[config.mk]
export PLATFORM = sky130hd
export DESIGN_NAME = tlpt_queue
export DESIGN_NICKNAME = d
export VERILOG_FILES = /design/src/rtl/core/tlpt_pkg.sv /design/src/rtl/core/tlpt_queue.sv
export SDC_FILE = /design/constraint.sdc
export NUM_CORES = 1
export LEC_CHECK = 0
export BUFFER_PORTS_ARGS = -buffer_cell sky130_fd_sc_hd__buf_2
export CORE_UTILIZATION = 40
export CTS_CLUSTER_DIAMETER = 100
export DETAILED_ROUTE_END_ITERATION = 8
export MAX_ROUTING_LAYER = met4
export PLACE_DENSITY = 0.71
export SYNTH_ARGS = -nofsm -noshare
export SYNTH_HDL_FRONTEND = slang
export SYNTH_SLANG_ARGS = --single-unit
[constraint.sdc]
create_clock -name clk -period 8.12 [get_ports clk]
set_clock_uncertainty 0.05 [all_clocks]
set_input_delay 0 -clock clk [delete_from_list [all_inputs] [get_ports clk]]
set_output_delay 0 -clock clk [all_outputs]
set_load 0.05 [all_outputs]
[src/rtl/core/tlpt_pkg.sv]
// Shared types and sizes for the two-level page table engine.
// Depends on nothing; the front, queue, back and core files refer to it by scoped names.

package tlpt_pkg;

    localparam int NUM_TABLES        = 16;
    localparam int ENTRIES_PER_LEVEL = 1024;

    localparam int LVL_W     = $clog2(ENTRIES_PER_LEVEL);
    localparam int SLOT_W    = (NUM_TABLES > 1) ? $clog2(NUM_TABLES) : 1;
    localparam int USED_W    = $clog2(NUM_TABLES + 1);
    localparam int DIR_W     = SLOT_W + 1;
    localparam int TBL_AW    = SLOT_W + LVL_W;
    localparam int TBL_DEPTH = NUM_TABLES * ENTRIES_PER_LEVEL;
    localparam int OFS_W     = 12;
    localparam int FRAME_W   = 32 - OFS_W;

    localparam int IN_DATA_W  = 80;
    localparam int OUT_DATA_W = 40;

    typedef enum logic [1:0] {
        CMD_MAP   = 2'd0,
        CMD_UNMAP = 2'd1,
        CMD_XLATE = 2'd2,
        CMD_NONE  = 2'd3
    } cmd_t;

    // One classified request as it travels from the front to the back.
    typedef struct packed {
        cmd_t               cmd;
        logic [LVL_W-1:0]   dir_idx;
        logic [LVL_W-1:0]   tbl_idx;
        logic [OFS_W-1:0]   offset;
        logic [31:0]        new_entry;
    } item_t;

    typedef struct packed {
        logic        mapped;
        logic [31:0] phys_result;
        logic        status;
    } result_t;

    // Handshake of the queue toward the back part.
    typedef struct packed {
        logic  valid;
        item_t item;
    } q_head_t;

    typedef enum logic [2:0] {
        ST_IDLE = 3'b001,
        ST_WALK = 3'b010,
        ST_XLT  = 3'b100
    } back_state_t;

endpackage

[src/rtl/core/tlpt_queue.sv]
// Two-entry queue of classified requests between the front and the back part.
// Depends on tlpt_pkg.

module tlpt_queue (
    input  logic              clk,
    input  logic              rst_n,
    input  logic              push,
    input  tlpt_pkg::item_t   push_item,
    output logic              q_ready,
    input  logic              pop,
    output tlpt_pkg::q_head_t head
);

    tlpt_pkg::item_t slots_reg [2];
    logic            wr_ptr_reg;
    logic            wr_ptr_next;
    logic            rd_ptr_reg;
    logic            rd_ptr_next;
    logic [1:0]      count_reg;
    logic [1:0]      count_next;

    assign q_ready    = (count_reg != 2'd2);
    assign head.valid = (count_reg != 2'd0);
    assign head.item  = slots_reg[rd_ptr_reg];

    always_comb
    begin
        wr_ptr_next = wr_ptr_reg;
        rd_ptr_next = rd_ptr_reg;
        count_next  = count_reg;
        if (push)
        begin
            wr_ptr_next = !wr_ptr_reg;
        end
        if (pop)
        begin
            rd_ptr_next = !rd_ptr_reg;
        end
        if (push && !pop)
        begin
            count_next = count_reg + 2'd1;
        end
        else if (pop && !push)
        begin
            count_next = count_reg - 2'd1;
        end
    end

    always_ff @(posedge clk or negedge rst_n)
    begin
        if (!rst_n)
        begin
            wr_ptr_reg <= 1'b0;
            rd_ptr_reg <= 1'b0;
            count_reg  <= 2'd0;
        end
        else
        begin
            wr_ptr_reg <= wr_ptr_next;
            rd_ptr_reg <= rd_ptr_next;
            count_reg  <= count_next;
        end
    end

    always_ff @(posedge clk)
    begin
        if (push)
        begin
            slots_reg[wr_ptr_reg] <= push_item;
        end
    end

endmodule

Word-level counts from Yosys, hierarchy flattened:

Memories as Yosys holds them, arrays and structs flattened.
Cells that the tools add are included.

* output and inout bits: 68
* memories kept: 1
* register bits: 4
* memory bits (writable): 132

* add/subtract/negate cells: 2
* equality and inequality tests: 1
* muxes and demuxes: 4
* reductions and logical operators: 8

Memories
* slots_reg: words 2, width 66, read ports 1, clocked after Yosys merged registers in 0, write ports 1, line tlpt_queue.sv:14 `tlpt_pkg::item_t slots_reg [2];`

Operators by type and width (count)
* zero test 1 bit: 4
* 2-to-1 mux 2 bit: 2
* nonzero test 2 bit: 2
* adder 2 x 1 -> 2 bit, second input constant: 1
* logical AND 1 bit: 2
* 2-to-1 mux 1 bit: 2
* inequality test 2 bit, second input constant: 1
* subtractor 2 x 1 -> 2 bit, second input constant: 1

Depth between registers and ports, before layout:

* depth after elaboration: 4
* depth in mapped cells: 5
* depth with buffers taken out: 5

Least setup slack after synthesis:

Ideal clock, no wire load.

* path type: flip-flop to flip-flop
* start: register wr_ptr_reg
* end: memory slots_reg[0][0] (netlist bit), enable pin
* setup time: 498 ps
* arrival: 3335 ps
* slack: 4237 ps
* path buffers: 0
* data required time: 7572 ps
* cell stages (with the launch flop): 2
* cell sequence: dfrtp_1 -> nor2b_1

RTL lines
* from (decl): line tlpt_queue.sv:15 `logic wr_ptr_reg;`
* from (signal assigned): line tlpt_queue.sv:59 `wr_ptr_reg <= wr_ptr_next;`
* to (decl): line tlpt_queue.sv:14

No word-level cell before the write port.

==> summary.txt <==
Final layout
  • Fin cells: 622
  • Number of flip-flops in the largest register: 132
  • Final net count: 512
  • Area growth, synth to finish: 42.6%
  • Fin area: 7220 um2
  • Fillcell total: 921
  • Share of cells above drive strength 1: 51.3%
  • # diodes: 0

Synth
  • Adder-cell area share of the yosys netlist: 0.247%
  • XOR/XNOR share of the synthesized area: 0.865%
  • Mux share of post-synthesis cell area: 16.9%
  • Synth Area in Simple Gates: 0.568%
  • Area contributors post-synth: edfxtp_1 (78%), mux2_4 (8.9%), mux2_2 (8.0%)
  • Yosys top cell by area: edfxtp_1
  • Post-Syn Area: 5060 um2
  • Synthesized net count: 292
  • Synth Register Bits: 136
  • Post-synthesis sequential area ratio: 80.2%
  • Combinational family with the most area after synthesis: multiplexers
  • Post-synth top area share: 78.3%
  • Warnings, synthesis: 0
  • Syn Inst Count: 221
  • Post-synthesis cell type count: 16
  • Avg Cell Area, Syn: 22.9 um2
  • Compound-cell area share of the yosys netlist: 0%

Run status
  • Outcome: completed

Placed design
  • Placed Area: 5930 um2
  • IO Port Bufs: 137
  • HPWL after DPL: 5090 um
  • Final GP Congestion: 0.640
  • Placed Cells: 520
  • Post-Place Setup Slack: 5.98 ns

CTS
  • Reg clk slew, reported paths: 0.06 ns
  • Clock latency at the later pin of the worst-skew pair: 0.41 ns
  • Clock buffer depth: 2
  • CTS Buf Count: 17
  • CTS resizes: 0
  • CTS tree: yes
  • H-tree depth: 4
  • Clock sinks: 136
  • Clock root buffer: clkbuf_16

Critical path
  • Crit path kind: flop to primary output
  • Crit-path max FO: 67
  • Worst-path cell chain: mux2_2 -> buf_2
  • Slowest-stage cell, CP: dfrtp_4
  • CP arrival: 2.23 ns
  • Crit start category: flop
  • Crit. End Element: primary output
  • Max incr delay on CP: 1.08 ns
  • Critical Path RT: 8.07 ns

Global route
  • GRT Residual Overflow: 0
  • Initial antenna violation count: 0
  • Largest net degree at the start of global routing: 68
  • Total GRT Usage: 15.5%
  • Number of global-route vias before repair: 2925
  • First-pass GRT wire length: 14300 um

STA
  • Setup ws final: 5.84 ns
  • Worst slew pin tran: 1.07 ns
  • Hold slack: 0.253 ns
  • Final period util: 28.0%
  • F_max: 439 MHz
  • Final Critical Period: 2.28 ns
  • Setup TNS: 0 ns
  • Max-slew headroom: 28.8%
  • Setup repair after global routing missed its margin: no
  • # setup viols final: 0
  • Max Transition Viols Final: 0
  • Final Hold Fails: 0

Routing
  • Via count: 2767
  • Drt total wl: 9210 um
  • DRC violations left: 0
  • Drt first-iter violations: 120
  • Post-DRT Antenna Nets: 0
  • Initial DRT Pass Iterations: 4
  • Via/cell ratio: 4.45
  • Average routed wire per standard cell: 14.8 um

Power
  • Maximum vdd drop: 0.218 mV
  • Power Density: 394 nW/um2
  • Leak: 0.00285 uW

Floorplanning
  • Core Footprint: 12200 um2
  • # IOs: 138
  • Die area: 13100 um2
  • Die W: 115 um
  • Chip height: 115 um
  • Rows: 40
  • Starting Density: 41.6%

Flow run
  • Max cap viols: 0

Hold path
  • Tightest Hold Check Type: primary input to flop
## worst max-delay path: cells and delay by family (launching register included)
family	cells	cell delay, ns
buf+inv	1	0.21
mux	1	0.42
flops	1	1.08
## metal layers
metal	vias up	share of wire [%]	global-route usage, %
met3	15	5.8	5.66
met1	1339	39	16.5
li1	1315	-	-
met2	98	53	26.2
met5	-	0	-
met4	0	1.9	6.15
## cell families after synthesis
| kind of cell | count (synthesis) |
|---|---|
| buf+inv | 8 |
| xor+xnor | 5 |
| fa+ha+maj | 1 |
| simple gates | 5 |
| flops | 136 |
| mux | 66 |
## metrics by stage
stage / util, % / total power [uW]
5_1_grt: 59.4 / 2960
6_report: 59.4 / 2850
3_3_place_gp: 48.7 / 2060
4_1_cts: 59.4 / 2870
3_5_place_dp: 48.7 / 2070
2_1_floorplan: - / 1880
## cell usage after synthesis, drive strengths merged
library cell / instances
ha: 1
xor2: 4
and2: 1
edfxtp: 132
or2: 1
nor2b: 1
nand2b: 1
dfrtp: 4
nor2: 1
buf: 7
mux2: 66
xnor2: 1
inv: 1
## layout by cell type (no fill, tap or decap), drive strengths merged
cell	instances
xnor2	1
mux2	66
buf	138
and2	1
nand2b	1
inv	1
nor2	1
nor2b	1
dlygate4sd3	70
edfxtp	132
xor2	4
clkinv	6
or2	1
ha	1
bufinv	4
clkinvlp	1
dfrtp	4
clkbuf	21
## path summary, 6_finish.rpt
kind                                          startpoint                          to  slack (ns)  cells after the start
worst max-delay path              rd_ptr_reg$_DFFE_PN0P_                    head[63]        5.84                      2
worst min-delay path                       push_item[51]  slots_reg[1][51]$_DFFE_PP_        0.25                      2
worst max register to register    wr_ptr_reg$_DFFE_PN0P_  slots_reg[0][32]$_DFFE_PP_        6.00                      2
worst min register to register  count_reg[0]$_DFFE_PN0P_    count_reg[0]$_DFFE_PN0P_        0.48                      1
max in group asynchronous                          rst_n      rd_ptr_reg$_DFFE_PN0P_        7.38                      3
min in group asynchronous                          rst_n    count_reg[1]$_DFFE_PN0P_        0.45                      3
## area by class of cell
cell class	instances	area (um2)	area share [%]
flip-flops and latches	136	4070	56.3
repair buffers	208	1390	19.3
multi-input cells	77	951	13.2
clock buffers	21	440	6.10
well taps	168	210	2.91
clock inverters	11	154	2.13
inverters	1	3.75	0.0520
## where the power goes
| group | leakage [uW] | internal [uW] | switching [uW] | total (uW) |
|---|---|---|---|---|
| clock | 0.000287 | 508 | 261 | 770 |
| sequential | 0.00128 | 935 | 112 | 1050 |
| combinational | 0.00127 | 336 | 693 | 1030 |
## timing repair
action / 4_1_cts / 5_1_grt
setup buffers: 0 / 0
hold endpoints to repair: 139 / 0
hold buffers: 70 / 0
Power figures use the tool's default switching activity.
