<file path="src/rtl/core/tlpt_pkg.sv">
// Shared types and sizes for the two-level page table engine.
// Depends on nothing; the front, queue, back and core files refer to it by scoped names.

package tlpt_pkg;

    localparam int NUM_TABLES        = 16;
    localparam int ENTRIES_PER_LEVEL = 1024;

    localparam int LVL_W     = $clog2(ENTRIES_PER_LEVEL);
    localparam int SLOT_W    = (NUM_TABLES > 1) ? $clog2(NUM_TABLES) : 1;
    localparam int USED_W    = $clog2(NUM_TABLES + 1);
    localparam int DIR_W     = SLOT_W + 1;
    localparam int TBL_AW    = SLOT_W + LVL_W;
    localparam int TBL_DEPTH = NUM_TABLES * ENTRIES_PER_LEVEL;
    localparam int OFS_W     = 12;
    localparam int FRAME_W   = 32 - OFS_W;

    localparam int IN_DATA_W  = 80;
    localparam int OUT_DATA_W = 40;

    typedef enum logic [1:0] {
        CMD_MAP   = 2'd0,
        CMD_UNMAP = 2'd1,
        CMD_XLATE = 2'd2,
        CMD_NONE  = 2'd3
    } cmd_t;

    // One classified request as it travels from the front to the back.
    typedef struct packed {
        cmd_t               cmd;
        logic [LVL_W-1:0]   dir_idx;
        logic [LVL_W-1:0]   tbl_idx;
        logic [OFS_W-1:0]   offset;
        logic [31:0]        new_entry;
    } item_t;

    typedef struct packed {
        logic        mapped;
        logic [31:0] phys_result;
        logic        status;
    } result_t;

    // Handshake of the queue toward the back part.
    typedef struct packed {
        logic  valid;
        item_t item;
    } q_head_t;

    typedef enum logic [2:0] {
        ST_IDLE = 3'b001,
        ST_WALK = 3'b010,
        ST_XLT  = 3'b100
    } back_state_t;

endpackage

</file>
<file path="src/rtl/core/tlpt_front.sv">
// Front part: accepts request beats, decodes the command and splits the address.
// Depends on tlpt_pkg; feeds tlpt_queue.

module tlpt_front (
    input  logic                          clk,
    input  logic                          rst_n,
    input  logic                          s_tvalid,
    output logic                          s_tready,
    input  logic [tlpt_pkg::IN_DATA_W-1:0] s_tdata,
    input  logic [1:0]                    s_tuser,
    input  logic                          clearing,
    output logic                          push,
    output tlpt_pkg::item_t               push_item,
    input  logic                          q_ready
);

    logic            valid_reg;
    logic            valid_next;
    tlpt_pkg::item_t item_reg;
    tlpt_pkg::item_t item_next;
    logic            accept;
    logic [31:0]     va;
    logic [31:0]     pa;
    logic [11:0]     fl;

    assign va = s_tdata[31:0];
    assign pa = s_tdata[63:32];
    assign fl = s_tdata[75:64];

    assign s_tready = !clearing && (!valid_reg || q_ready);
    assign accept   = s_tvalid && s_tready;
    assign push     = valid_reg && q_ready;
    assign push_item = item_reg;

    always_comb
    begin
        item_next = item_reg;
        valid_next = valid_reg;
        if (push)
        begin
            valid_next = 1'b0;
        end
        if (accept)
        begin
            valid_next          = 1'b1;
            item_next.cmd       = tlpt_pkg::cmd_t'(s_tuser);
            item_next.dir_idx   = va[31:22];
            item_next.tbl_idx   = va[21:12];
            item_next.offset    = va[11:0];
            // Page entry: frame from the physical address, flags with present forced.
            item_next.new_entry = {pa[31:12], fl | 12'h001};
        end
    end

    always_ff @(posedge clk or negedge rst_n)
    begin
        if (!rst_n)
        begin
            valid_reg <= 1'b0;
        end
        else
        begin
            valid_reg <= valid_next;
        end
    end

    always_ff @(posedge clk)
    begin
        item_reg <= item_next;
    end

endmodule

</file>
<file path="config.mk">
export PLATFORM = sky130hd
export DESIGN_NAME = tlpt_front
export DESIGN_NICKNAME = d
export VERILOG_FILES = /design/src/rtl/core/tlpt_pkg.sv /design/src/rtl/core/tlpt_front.sv
export SDC_FILE = /design/constraint.sdc
export NUM_CORES = 1
export LEC_CHECK = 0
export BUFFER_PORTS_ARGS = -buffer_cell sky130_fd_sc_hd__buf_2
export CORE_AREA = 2 2 76 78
export CTS_CLUSTER_SIZE = 30
export DETAILED_ROUTE_END_ITERATION = 8
export DIE_AREA = 0 0 78 80
export HOLD_SLACK_MARGIN = 0.05
export PLACE_DENSITY_LB_ADDON = 0.3
export SETUP_SLACK_MARGIN = 0.2
export SKIP_CTS_REPAIR_TIMING = 1
export SLEW_MARGIN = 5
export SYNTH_ARGS = -nofsm -noshare
export SYNTH_HDL_FRONTEND = slang
export SYNTH_SLANG_ARGS = --single-unit
</file>
<file path="constraint.sdc">
create_clock -name clk -period 4.4 [get_ports clk]
set_input_delay 1.1 -clock clk [delete_from_list [all_inputs] [get_ports clk]]
set_output_delay 1.1 -clock clk [all_outputs]
set_load 0.005 [all_outputs]
</file>
# Yosys cells after proc, flatten, opt, wreduce, memory -nomap -nowiden
# Cells that the tools add are included.
dict set report totals {
  input_bits 87
  out_inout_bits 68
  wordCells 15
  register_bits 66
}
dict set report op_classes {
  reduce_logical 7
  mux 2
}
# operator n
set op_table {}
lappend op_table {{1-bit logical AND} 3}
lappend op_table {{1-bit logical NOT} 2}
lappend op_table {{1-bit 2-to-1 mux} 2}
lappend op_table {{2-bit nonzero test} 1}
lappend op_table {{1-bit logical OR} 1}

# Longest topological paths before layout
dict set report depth {
  word_depth 5
  ltp_mapped 2
  ltp_nobuf 2
}

# Worst setup path before layout
# Ideal clock, no wire load.
dict set report synth_timing {
  path_type {input to register}
  startpoint {in clearing}
  endpoint {reg item_reg (netlist bit push_item[10]) (enable)}
  path_buffers 0
  slack_ns -0.055
  cell_stages 2
  t_arrival_ns 3.967
  setup_ns 0.488
  required_ns 3.912
  cell_sequence {nand2b_1 -> nor2_1}
}
dict set report synth_via {
  elab_chain_cells 3
}
# element line
set synth_rtl {}
lappend synth_rtl {{start, declared} tlpt_front.sv:11} ;# input logic clearing,
lappend synth_rtl {{1-bit logical NOT} tlpt_front.sv:30} ;# assign s_tready = !clearing && (!valid_reg || q_ready);
lappend synth_rtl {{1-bit logical AND} tlpt_front.sv:30}
lappend synth_rtl {{1-bit logical AND} tlpt_front.sv:31} ;# assign accept = s_tvalid && s_tready;
lappend synth_rtl {{named net accept} tlpt_front.sv:21} ;# logic accept;
lappend synth_rtl {{end signal, assigned} tlpt_front.sv:69} ;# item_reg <= item_next;
lappend synth_rtl {{end, declared} tlpt_front.sv:19} ;# tlpt_pkg::item_t item_reg;
# The timed path passes the listed nets, and every way through them passes these cells.
# A chain may end at the register's enable or synchronous reset.

# Worst setup path in the final report
dict set report layout_timing {
  startpoint {in q_ready}
  endpoint {out s_tready}
}
dict set report layout_via {
  elab_chain_cells 2
}
# element line
set layout_rtl {}
lappend layout_rtl {{start, declared} tlpt_front.sv:14} ;# input logic q_ready
lappend layout_rtl {{1-bit logical OR} tlpt_front.sv:30}
lappend layout_rtl {{1-bit logical AND} tlpt_front.sv:30}
lappend layout_rtl {{end, declared} tlpt_front.sv:8} ;# output logic s_tready,
# Every way passes these cells.

==> qor.yml <==
final_cell_mix: "buf_2 (136), edfxtp_1 (65), clkbuf_8 (9)"
die_w_um: 78
min_period_over_period: 0.604
synth_warnings: 0
crit_type: "input pin to output pin"
top_usage_layer: "met2"
placementRows: 27
area_growth_pct: 45.8
floorplan.initialDensity: 0.374
hold_violations: 0
cell_internal_pwr_uw: 957
clock-skew-final_ns: 0.00599
power_leakage_uw: 0.00125
cts.sinks: 66
swShare: 0.197
gp_congestion: 0.742
power.combinational.fraction: 0.061
drt_iter0_drc: 77
worstPathArrival_ns: 1.56
netlist_instances: 74
synth-xor-area-share: 0
critPathLaunchType: "input pin"
cts_buffers: 9
die_y_um: 80
n_antenna_cell: 0
slew_viol_final: 0
path_max_fanout: 3
required_ns: 3.30
power.switching_uw: 235
drive_above_1_share: 0.674
yosys_register_bits: 66
remaining_drc_errors: 0
cts_tree: "done"
grt_pass1_vias: 1206
met1_usage: 0.134
pwr-share-clk: 0.327
largest_reg_flops: 65
synth-compound-area-share: 0
ios: 155
reg2reg_from: "valid_reg$_DFFE_PN0P_"
vias: 1212
gr-usage-met2: 0.189
muxShareOfSynthArea: 0
worst_pin_slew_ns: 0.772
clockRootBuffer: "clkbuf_8"
drtPass1Iterations: 3
grt_use_total: 0.123
synthAdderAreaFrac: 0
htree_levels: 3
ff2ff_path_depth: 3
final_nets: 308
setup_viol_count_final: 0
antenna_found_initial: 0
final_util: 0.546
yosys.area.top_type: "edfxtp_1"
wirelength_um: 3740
hold_class: "input pin to asynchronous set/reset pin"
viasPerCell: 4.09
grt_pass1_wl_um: 5520
reg2reg_slack_ns: 2.74
layout_min_cycle_time_ns: 2.66
synth_top_family_by_area: "simple AND/OR/NAND/NOR gates"
finalSetupTns_ns: 0
slew_headroom: 0.485
powerDensity_nw_per_um2: 404
cp-end-kind: "output pin"
regToRegEndpoint: "push_item[30]$_DFFE_PP_"
synth_simple_gate_area_share: 0.0173
core_um2: 5410
placed_cell_area_um2: 2800
fin_area_um2: 2950
dieArea_um2: 6240
maxCapViolCount: 0
rsz0062_at_grt: "false"
antenna_left: 0
clk_latency_ns: 0.32
yosysSeqAreaShare: 0.977
timing.fmax_ghz: 0.376
synth_fp_nets: 161
status: "finished, final reports clean"
grt_max_degree: 66
synth_cell_type_count: 8
yosysTopAreaCellShare: 0.965
clk_path_buf_depth: 2
overflow: 0
met3_usage: 0.0498
vdd_drop_max_mv: 0.188
synth.cell_area_um2: 2020
synth.area.top_cells: "edfxtp_1 (96%), dfrtp_1 (1.2%), nand2b_1 (0.62%)"
mostFrequentLayoutCell: "buf_2"
p_seq_frac: 0.612
port_buffers: 136
clk_pin_slew_ns: 0.06
avgSynthCellArea_um2: 27.3
wl_per_cell_um: 12.6
==> layer usage <==
metal  up-vias  share of wire
li1        580              -
met1       528           0.36
met2        88           0.48
met3        16           0.12
met4         0          0.039
met5         -              0
==> synthesized netlist by cell type <==
cell type	instances
conb_1	1
buf_4	1
edfxtp_1	65
nor2_1	2
and2_1	1
dfrtp_1	1
nand2b_1	2
nor2b_2	1
==> power groups by stage <==
stage | clock (µW) | sequential [µW] | combinational (µW)
2_1_floorplan | 0 | 748 | 13.0
3_3_place_gp | 0 | 742 | 73.2
3_5_place_dp | 0 | 742 | 75.4
4_1_cts | 408 | 729 | 75.3
5_1_grt | 429 | 731 | 81.3
6_report | 390 | 729 | 73.0
==> cell families after synthesis <==
group / after synthesis
other: 1
flip-flops: 66
AND/OR/NAND/NOR: 6
buffers and inverters: 1
==> area by class of cell <==
| class | count | area, µm² |
|---|---|---|
| repair buffers | 137 | 688 |
| multi-input cells | 7 | 46.3 |
| clock buffers | 10 | 128 |
| clock inverters | 4 | 21.3 |
| fillers | 467 | 2450 |
| flip-flops and latches | 66 | 1980 |
| well taps | 72 | 90.1 |
==> through the flow <==
| stage | hold WS [ns] | total power (µW) | cells | worst slack, ns |
|---|---|---|---|---|
| floorplan | 0.612 | 761 | 74 | 1.03 |
| detailed placement | 0.693 | 818 | 282 | 1.74 |
| CTS | 0.520 | 1210 | 296 | 1.74 |
| global route | 0.520 | 1240 | 296 | 1.69 |
| finish | 0.543 | 1190 | 296 | 1.74 |
| global placement | 0.703 | 815 | 282 | 1.74 |
==> how the worst max path moves through the flow <==
| stage | start | end | slack (ns) |
|---|---|---|---|
| 2_1_floorplan | clearing | push_item[10]$_DFFE_PP_ | 1.03 |
| 3_3_place_gp | q_ready | s_tready | 1.74 |
| 3_5_place_dp | q_ready | s_tready | 1.74 |
| 4_1_cts | q_ready | s_tready | 1.74 |
| 5_1_grt | q_ready | s_tready | 1.69 |
| 6_report | q_ready | s_tready | 1.74 |
==> critical path, cell delays in order <==
cell	delay [ns]
buf_2	0.11
nor2b_2	0.18
nor2_1	0.05
buf_2	0.12
(Power assumes the default switching activity.)
